===== src/sv/mtm_pkg.sv =====
package mtm_pkg;

  localparam int unsigned QueueDepthDefault = 32;
  localparam int unsigned PeerBitsDefault   = 10;
  localparam int unsigned TagBitsDefault    = 16;
  localparam int unsigned HandleBits        = 16;

  typedef enum logic {
    CMD_POST   = 1'b0,
    CMD_ARRIVE = 1'b1
  } cmd_e;

  // result word from the back end
  typedef struct packed {
    logic                  matched;
    logic [HandleBits-1:0] matched_handle;
    logic                  queued;
    logic                  overflow;
  } result_t;

endpackage


===== src/sv/mtm_front.sv =====
// input stage and two-entry queue of classified commands
module mtm_front #(
  parameter int unsigned PeerBits = mtm_pkg::PeerBitsDefault,
  parameter int unsigned TagBits  = mtm_pkg::TagBitsDefault
) (
  input  logic                          clk_i,
  input  logic                          rst_ni,
  input  logic                          in_valid_i,
  output logic                          in_ready_o,
  input  logic                          cmd_i,
  input  logic [PeerBits-1:0]           peer_i,
  input  logic [TagBits-1:0]            tag_i,
  input  logic                          wild_src_i,
  input  logic                          any_tag_i,
  input  logic                          keep_i,
  input  logic [mtm_pkg::HandleBits-1:0] handle_i,
  output logic                          cmd_valid_o,
  input  logic                          cmd_ready_i,
  output logic [PeerBits+TagBits+mtm_pkg::HandleBits+3:0] cmd_word_o
);

  localparam int unsigned WordBits = PeerBits + TagBits + mtm_pkg::HandleBits + 4;

  logic [WordBits-1:0] mem_q [2];
  logic                wr_q, rd_q;
  logic [1:0]          cnt_q;
  logic [WordBits-1:0] word;
  logic                push, pop;

  // classify: wildcards only apply to receives, keep only to arrivals
  assign word = {cmd_i, peer_i, tag_i,
                 wild_src_i & (cmd_i == mtm_pkg::CMD_POST),
                 any_tag_i & (cmd_i == mtm_pkg::CMD_POST),
                 keep_i & (cmd_i == mtm_pkg::CMD_ARRIVE), handle_i};

  assign in_ready_o  = (cnt_q != 2'd2);
  assign push        = in_valid_i & in_ready_o;
  assign cmd_valid_o = (cnt_q != 2'd0);
  assign pop         = cmd_valid_o & cmd_ready_i;
  assign cmd_word_o  = mem_q[rd_q];

  // pointers and fill count
  always_ff @(posedge clk_i or negedge rst_ni) begin
    if (!rst_ni) begin
      wr_q  <= 1'b0;
      rd_q  <= 1'b0;
      cnt_q <= 2'd0;
    end else begin
      if (push) wr_q <= ~wr_q;
      if (pop) rd_q <= ~rd_q;
      cnt_q <= cnt_q + {1'b0, push} - {1'b0, pop};
    end
  end

  // storage
  always_ff @(posedge clk_i) begin
    if (push) mem_q[wr_q] <= word;
  end

endmodule


===== config.mk =====
export PLATFORM = sky130hd
export DESIGN_NAME = mtm_front
export DESIGN_NICKNAME = d
export VERILOG_FILES = /design/src/sv/mtm_pkg.sv /design/src/sv/mtm_front.sv
export SDC_FILE = /design/constraint.sdc
export NUM_CORES = 1
export LEC_CHECK = 0
export ABC_CLOCK_PERIOD_IN_PS = 5500
export BUFFER_PORTS_ARGS = -buffer_cell sky130_fd_sc_hd__buf_2
export CORE_MARGIN = 1.5
export CORE_UTILIZATION = 56
export CTS_CLUSTER_DIAMETER = 80
export DETAILED_ROUTE_END_ITERATION = 8
export PLACE_DENSITY = 0.81
export SLEW_MARGIN = 30
export SYNTH_ARGS = -nofsm -noshare
export SYNTH_HDL_FRONTEND = slang
export SYNTH_SLANG_ARGS = --single-unit

===== constraint.sdc =====
create_clock -name clk_i -period 5.5 [get_ports clk_i]
set_input_delay 0 -clock clk_i [delete_from_list [all_inputs] [get_ports clk_i]]
set_output_delay 0 -clock clk_i [all_outputs]
set_load 0.01 [all_outputs]

==> results of run 1 <==
-- critical path, stage by stage (launching register included) --
cell and delay, ns:
dfrtp_2 0.70, buf_4 0.52, mux2_2 0.40, buf_2 0.14
-- synth_stat cells --
library cell  count  area share
mux2_4           30        0.12
nand2b_1          1      0.0017
buf_6             4       0.012
nor2_1            1      0.0010
dfrtp_1           4       0.027
and2_1            1      0.0017
nand2_1           1      0.0010
xnor2_1           3      0.0072
nor2b_1           2      0.0034
buf_2             1      0.0014
ha_1              2      0.0068
and3_1            1      0.0017
inv_1             1      0.0010
or2_1             1      0.0017
mux2_2           16       0.049
edfxtp_1         92        0.75
and2_4            1      0.0024
xor2_1            1      0.0024
-- report_power, final --
group | total, mW | internal (mW) | switching [mW]
Clock | 0.483 | 0.267 | 0.216
Sequential | 1.08 | 1.00 | 0.0763
Combinational | 0.770 | 0.401 | 0.369
Total | 2.33 | 1.67 | 0.661
-- final cells by class --
type / count / area (µm²)
clock buffer: 12 / 145
timing repair buffer: 146 / 971
fill: 345 / 1440
clock inverter: 4 / 70.1
inverter: 1 / 3.75
multi-input combinational: 61 / 757
tap: 77 / 96.3
sequential: 96 / 2860
-- cells by family after synthesis --
group         Yosys count
mux                    46
xor+xnor                4
buf+inv                 6
fa+ha+maj               2
flops                  96
simple gates            9
-- flip-flops by register name, indices dropped and copies added, names as in the netlist --
register	flops
wr_q	1
mem_q	92
cnt_q	2
rd_q	1
-- stage by stage --
stage / power, mW / utilization / cells / instance area [µm²] / setup slack (ns)
2_1_floorplan: 1.61 / - / 163 / 3660 / 2.46
3_3_place_gp: 1.82 / 0.664 / 334 / 4220 / 3.69
3_5_place_dp: 1.84 / 0.665 / 334 / 4220 / 3.68
4_1_cts: 2.34 / 0.773 / 397 / 4910 / 3.33
5_1_grt: 2.45 / 0.773 / 397 / 4910 / 3.25
6_report: 2.33 / 0.773 / 397 / 4910 / 3.37
-- timing repair --
action / 4_1_cts / 5_1_grt
hold buffers: 47 / 0
hold endpoints to repair: 97 / 0
buffers inserted: 0 / 0
-- metal layers --
metal  GRT usage  share of wire  up-vias
met2       0.320           0.50       81
li1            -              -      938
met5           0              0        -
met1       0.240           0.42      971
met4      0.0879          0.025        0
met3      0.0465          0.062       14
-- worst paths after layout --
check                               start             to  slack, ns  depth (start not counted)
worst max-delay path                 rd_q  cmd_word_o[5]       3.37                          3
worst min-delay path            any_tag_i   mem_q[1][17]       0.03                          2
worst max register to register   cnt_q[0]   mem_q[0][29]       3.67                          4
worst min register to register       wr_q           wr_q       0.55                          1
max in group asynchronous          rst_ni           rd_q       4.79                          3
min in group asynchronous          rst_ni           rd_q       0.53                          3
==> summary.md, run 1 <==
| Metric | Value |
|---|---|
| CP Capture Type | output pin |
| Setup-failing EPs final | 0 |
| Period utilization | 0.388 |
| Clk_skew | 0.00832 ns |
| # diodes | 0 |
| # IOs | just under 100 |
| Status | finished, final reports clean |
| Synth Area in Adders | 0.00684 |
| Clock transition at the registers of the reported paths | ~0.090 ns |
| Clock tree sinks | between 90 and 100 |
| Max FO, Critical Path | 28 |
| Clock Latency Late Sink | approximately 0.35 ns |
| Die W | about 84 µm |
| Vias in the first global route | 2062 |
| CTS tree | yes |
| Final Max Slew Viols | 0 |
| Area fraction in and, or, nand and nor cells after synthesis | 0.0147 |
| Netlist cell types | 18 |
| Synth warnings | 0 |
| GRT overflow | 0 |
| Post-synthesis mux area share | 0.172 |
| Synthesized cell area | roughly 3700 µm² |
| Pin count of the biggest net entering global routing | 47 |
| Setup TNS | 0 ns |
| Worst EP required | around 5.5 ns |
| Min-Delay Path Class | input pin to flip-flop |
| Initial antenna violation count | 0 |
| Post-CTS sizing | 0 |
| WS Path Type | flip-flop to output pin |
| Std-Cell Core Area | around 6300 µm² |
| Root buffer cell | clkbuf_8 |
| Row cnt | 29 |
| Hold Slack | ~0.034 ns |
| GRT Total Usage | 0.192 |
| Port Buffer Count | 97 |
| Complex-gate fraction of the synthesized area | 0 |
| Final WL | 6380 µm |
| Max rail drop VDD | 0.340 mV |
| Max_cap viols | 0 |
| Initial Utilization | 0.577 |
| Routed via count | between 2000 and 2500 |
| DRC errors left | 0 |
| Final hold violations | 0 |
| PD cells | about 480 nW/µm² |
| Synth Area per Inst | between 20 and 25 µm² |
| Area Overhead vs Synth | 34.0% |
| Share of cells above drive strength 1 | 0.509 |
| Chip height | around 84 µm |
| Vias per cell | between 5 and 6 |
| H-tree levels | 3 |
| Critical Path AT | 2.13 ns |
| Die area | around 7000 µm² |
| Worst slew pin tran | roughly 0.63 ns |
| First-pass GRT wire length | roughly 10000 µm |
| DR iter-0 viols | 89 |
| Fmax | 469 MHz |
| Commonest non-fill, non-tap cell in the layout | buf_2 |
| Leak | 1.96 nW |
| Commonest non-fill, non-tap cells in the layout | buf_2, edfxtp_1, dlygate4sd3_1, mux2_4, mux2_2 |
| Total CTS buffers | 9 |
| Antenna Nets Post-Route | 0 |
| Post-DP HPWL | between 3000 and 4000 µm |
| Drt first pass iters | 5 |
| Final #Nets | between 300 and 400 |
| Unrepaired setup endpoints after global routing | no |
| Routed WL per cell | ~16 µm |
| Final GP Congestion | 0.687 |
| Mapped Nets | roughly 220 |
| CP startpoint kind | flip-flop |
| Tmin final | around 2.1 ns |
| Sequential area share after synthesis | 0.782 |
| Maximum clock insertion buffer count | 2 |
| Largest family of logic cells by synthesized area | multiplexers |
| Rel. slew slack | 0.581 |
| XOR/XNOR Fraction of Synth Area | 0.00957 |
| Post-synthesis register bit count | 96 |
| Cell count after synthesis | around 160 |
No activity file was read; power rests on OpenSTA's default activity.
==> inputs of run 2 (changes only) <==
ABC_CLOCK_PERIOD_IN_PS = 1800   (was 5500)
CORE_UTILIZATION = 47   (was 56)
PLACE_DENSITY = 0.72   (was 0.81)
clock period = 1.8 ns   (was 5.5 ns; I/O delays follow)
==> run 2 against run 1 <==
Via count down 1.5%. Clock power rose to 3.6 times the previous value. Cell area increased by 3.1%. Cell count up 6.8%. Routed wire length is 0.53% higher. Clock skew up 0.0023 ns. Highest routed layer unchanged. Global-route usage fell by 2.9 points. Non-clock buffer count up 6.
==> summary.md, run 2 (synthesis gave the netlist of run 1 again) <==
| Metric | Value |
|---|---|
| Area of the multi-input gates | approximately 750 µm² |
| Filler cells | approximately 500 |
| Std-Cell Core Area | ~7400 µm² |
| Tmin final | 1.70 ns |
| Clock tree sinks | 96 |
| # diodes | 0 |
| Min-Delay Path Class | input pin to flip-flop |
| Dpl ws | between 0.1 and 0.15 ns |
| GRT Total Usage | 0.163 |
| Final hold violations | 0 |
| Area Overhead vs Synth | 38.1% |
| Register area | 2860 µm² |
| Max rail drop VDD | between 0.8 and 0.9 mV |
| CP startpoint kind | flip-flop |
| DRC errors left | 0 |
| Leak | 2.02 nW |
| Total CTS buffers | 9 |
| Final core occ | 0.683 |
| Clk_skew | 0.0107 ns |
| # IOs | 98 |
| Final Cell Area | 5060 µm² |
| Commonest non-fill, non-tap cells in the layout | buf_2, edfxtp_1, dlygate4sd3_1, mux2_4, mux2_2 |
| Commonest non-fill, non-tap cell in the layout | buf_2 |
| Max FO, Critical Path | 3 |
| Antenna Nets Post-Route | 0 |
| Critical Path AT | a little under 2 ns |
| First-pass GRT wire length | a little over 10000 µm |
| Fmax | 588 MHz |
| Final WL | roughly 6400 µm |
| Die W | between 90 and 100 µm |
| Final GP Congestion | roughly 0.73 |
| CP Capture Type | flip-flop |
| Placed cell area | between 4000 and 5000 µm² |
| Rel. slew slack | 0.789 |
| CTS tree | yes |
| Initial antenna violation count | 0 |
| Root buffer cell | clkbuf_8 |
| Setup-failing EPs final | 0 |
| Worst Setup Slack, final | between 0.1 and 0.15 ns |
| Max FFs per register | a little over 90 |
| Die area | between 8000 and 9000 µm² |
| Post-CTS sizing | 0 |
| Largest Register | mem_q |
| Drt first pass iters | 4 |
| Pin count of the biggest net entering global routing | 36 |
| Worst EP required | 2.07 ns |
| Worst slew pin tran | between 0.3 and 0.4 ns |
| Largest regs | mem_q x92, cnt_q x2 |
| Max_cap viols | 0 |
| PD cells | approximately 1500 nW/µm² |
| Period utilization | 0.944 |
| Initial Utilization | 0.494 |
| Port Buffer Count | slightly below 100 |
| Post-DP HPWL | about 3800 µm |
| Clock transition at the registers of the reported paths | about 0.090 ns |
| H-tree levels | 3 |
| Clock Latency Late Sink | between 0.3 and 0.4 ns |
| Chip height | roughly 91 µm |
| Status | finished, final reports clean |
| Unrepaired setup endpoints after global routing | no |
| Vias in the first global route | roughly 2100 |
| Final #Nets | between 300 and 400 |
| Share of cells above drive strength 1 | 0.517 |
| Vias per cell | roughly 4.7 |
| Maximum clock insertion buffer count | 2 |
| Setup TNS | 0 ns |
| WS Path Type | flip-flop to flip-flop |
| Final Max Slew Viols | 0 |
| Row cnt | 31 |
| Routed via count | 1973 |
| Overall Power | approximately 7.5 mW |
| GRT overflow | 0 |
| Routed WL per cell | about 15 µm |
| DR iter-0 viols | 87 |
run 2: cell types whose count changed in the layout (fill, tap and decap cells not counted), sizes merged:
cell | previous run | this run
buf | 99 | 104
bufinv | 2 | 4
clkbuf | 12 | 9
dlygate4sd3 | 47 | 48
run 2: where the power goes:
group	switching [mW]	internal (mW)	total [mW]
clock network	0.686	1.05	1.74
registers	0.145	3.06	3.20
logic	1.21	1.33	2.55
total	2.04	5.44	7.49
run 2: stage by stage:
stage | instances | hold WS, ns
after global placement | 361 | -0.188
after CTS | 424 | 0.000477
after floorplan | 163 | -0.296
after detailed placement | 361 | -0.190
after global routing | 424 | 0.0303
final | 424 | 0.0197
run 2: final cells by class:
cell class / count / area share
Sequential cell: 96 / 0.566
Timing Repair Buffer: 152 / 0.209
Multi-Input combinational cell: 61 / 0.149
Clock inverter: 6 / 0.0262
Clock buffer: 9 / 0.0245
Tap cell: 99 / 0.0245
Inverter: 1 / 0.000742
run 2: layer usage:
layer | global-route usage | vias up | routed length, µm
met1 | 0.201 | 947 | 2720
met4 | 0.0430 | 0 | 61
met3 | 0.0603 | 7 | 453
met2 | 0.271 | 74 | 3180
met5 | 0 | - | 0
li1 | - | 945 | -
run 2: worst max-delay path: stages (launching register included):
cell     delay (ns)
dfrtp_1        0.41
or2_1          0.26
and2_4         0.17
ha_1           0.27
inv_1          0.04
ha_1           0.17
xnor2_1        0.18
xnor2_1        0.14
run 2: what timing repair did:
action	4_1_cts	5_1_grt
hold buffers	48	0
endpoints found under the hold margin	97	0
buffers inserted	0	0
run 2: worst paths after layout:
| check | startpoint | to | slack (ns) | depth (start not counted) |
|---|---|---|---|---|
| setup / recovery | cnt_q[1] | cnt_q[1] | 0.10 | 7 |
| hold / removal | any_tag_i | mem_q[1][17] | 0.02 | 2 |
| setup reg to reg | cnt_q[1] | cnt_q[1] | 0.10 | 7 |
| hold reg to reg | cnt_q[0] | cnt_q[0] | 0.54 | 1 |
| max in group asynchronous | rst_ni | rd_q | 1.05 | 3 |
| min in group asynchronous | rst_ni | cnt_q[1] | 0.57 | 3 |
==> inputs of run 3 (changes only) <==
CORE_ASPECT_RATIO = 0.5   (was default)
==> run 3 against run 2 <==
Clock power shrank 2%. Core utilization shrank 0.61 points. Via count shrank 0.56%. Largest cell class unchanged. Critical endpoint unchanged. Critical path depth is the same. Clock skew shrank 0.0055 ns. Largest power group unchanged. Global-route usage shrank 0.85 points. Cell count shrank 1.7%. Highest routed layer unchanged. Register-to-register slack lost 0.03 ns. Fmax shrank 1.5%. Worst hold slack gained 0.016 ns.
==> summary.md, run 3 (synthesis gave the netlist of run 1 again) <==
| Metric | Value |
|---|---|
| Largest regs | mem_q x92, cnt_q x2 |
| Final GP Congestion | between 0.7 and 0.8 |
| Routed via count | approximately 2000 |
| Fmax | 579 MHz |
| Vias in the first global route | 2056 |
| Max_cap viols | 0 |
| DR top layer | met4 |
| Clock Latency Late Sink | 0.34 ns |
| Filler cells | ~520 |
| Clock transition at the registers of the reported paths | roughly 0.060 ns |
| Max rail drop VDD | approximately 1.3 mV |
| WS Path Type | flip-flop to flip-flop |
| Final Max Slew Viols | 0 |
| Final #Nets | roughly 370 |
| Final Cell Area | 5030 µm² |
| CP Capture Type | flip-flop |
| Placed cell area | 4290 µm² |
| Dpl ws | between 0.1 and 0.15 ns |
| PD cells | between 1000 and 1500 nW/µm² |
| # diodes | 0 |
| Worst EP required | between 2 and 2.5 ns |
| DP Cell Count | about 350 |
| Worst Setup Slack, final | 0.0739 ns |
| Status | finished, final reports clean |
| GRT overflow | 0 |
| Clk_skew | 0.00512 ns |
| Rel. slew slack | 0.801 |
| Maximum clock insertion buffer count | 2 |
| Die W | 128 µm |
| Antenna Nets Post-Route | 0 |
| Vias per cell | ~4.7 |
| GRT Total Usage | 0.154 |
| Root buffer cell | clkbuf_16 |
| Comb pwr share | 0.332 |
| M1 WL | roughly 2200 µm |
| Area Overhead vs Synth | 37.4% |
| Post-DP HPWL | 3700 µm |
| CP startpoint kind | flip-flop |
| Leak | 2.00 nW |
| Period utilization | 0.959 |
| Port Buffer Count | between 90 and 100 |
| Worst r2r src | cnt_q[1] |
| Final WL | approximately 6200 µm |
| Min-delay src | any_tag_i |
| Unrepaired setup endpoints after global routing | no |
| Switching share of power | 0.284 |
| Setup-failing EPs final | 0 |
| Final core occ | 0.677 |
| # IOs | 98 |
| Final hold violations | 0 |
| DRC errors left | 0 |
| Clock power share | 0.230 |
| DR WL met2 | around 3500 µm |
| Setup TNS | 0 ns |
| DR iter-0 viols | 86 |
| Sw power | about 2.1 mW |
| Initial antenna violation count | 0 |
| Hold Slack | around 0.035 ns |
| Pin count of the biggest net entering global routing | 47 |
| Commonest non-fill, non-tap cells in the layout | buf_2, edfxtp_1, dlygate4sd3_1, mux2_4, mux2_2 |
| CTS tree | yes |
| H-tree levels | 3 |
| Std-Cell Core Area | approximately 7400 µm² |
| Row cnt | 22 |
| Share of cells above drive strength 1 | 0.511 |
| Routed wl met3 | 281 µm |
| Clock tree sinks | 96 |
| Drt first pass iters | 4 |
| Post-CTS sizing | 0 |
| Critical Path AT | roughly 2.0 ns |
| First-pass GRT wire length | 9230 µm |
| Initial Utilization | 0.493 |
| Max FO, Critical Path | 3 |
| Routed WL per cell | between 10 and 15 µm |
| Total CTS buffers | 9 |
| Die area | between 8000 and 9000 µm² |
| Worst Setup SP | cnt_q[1] |
| Internal Power | roughly 5.3 mW |
| Worst slew pin tran | around 0.30 ns |
| Sequential Power Share | 0.437 |
| Finished Layout Cells | 417 |
| Commonest non-fill, non-tap cell in the layout | buf_2 |
| Min-Delay Path Class | input pin to flip-flop |
| Tmin final | between 1.5 and 2 ns |
| Chip height | ~65 µm |
| Largest Register | mem_q |
| Overall Power | ~7.4 mW |
| Max FFs per register | 92 |
## run 3: cell count changes in the layout (fill, tap and decap cells not counted)
cell / before / now
clkbuf_16: 0 / 9
clkinv_4: 1 / 2
dlygate4sd3_1: 48 / 47
bufinv_16: 4 / 0
clkinv_1: 1 / 2
clkbuf_8: 9 / 0
inv_6: 0 / 1
clkinvlp_4: 0 / 1
clkinv_2: 0 / 1
buf_4: 4 / 0
## run 3: worst max-delay path, stage by stage, from the launching register on
cell and delay, ns:
dfrtp_1 0.40, or2_1 0.26, and2_4 0.18, ha_1 0.27
inv_1 0.04, ha_1 0.18, xnor2_1 0.18, xnor2_1 0.14
## run 3: final timing paths
path | endpoint | slack (ns) | depth (start not counted)
max | cnt_q[1] | 0.07 | 7
min | mem_q[1][17] | 0.04 | 2
max reg2reg | cnt_q[1] | 0.07 | 7
min reg2reg | cnt_q[0] | 0.54 | 1
max in group asynchronous | rd_q | 1.05 | 3
min in group asynchronous | wr_q | 0.56 | 3
## run 3: what timing repair did
item	4_1_cts	5_1_grt
hold endpoints to repair	93	0
hold buffers	47	0
buffers inserted	0	0
## run 3: per-layer routing
layer | GRT usage | vias up
met5 | 0 | -
li1 | - | 941
met3 | 0.0554 | 15
met4 | 0.0758 | 0
met1 | 0.138 | 957
met2 | 0.310 | 49
## run 3: layout make-up
type                            instances  area [µm²]  share of cell area
Sequential cell                        96        2860               0.570
Inverter                                1        3.75            0.000746
Tap cell                               96         120              0.0239
Clock buffer                            9         225              0.0448
Clock inverter                          7        46.3             0.00921
Multi-Input combinational cell         61         753               0.150
Timing Repair Buffer                  147        1020               0.202
## run 3: power by group through the flow
stage | combinational (mW) | clock [mW] | sequential, mW
after global routing | 2.64 | 1.80 | 3.28
after floorplan | 1.70 | 0 | 3.21
after global placement | 2.39 | 0 | 3.24
final | 2.45 | 1.70 | 3.23
after CTS | 2.51 | 1.74 | 3.23
after detailed placement | 2.42 | 0 | 3.28
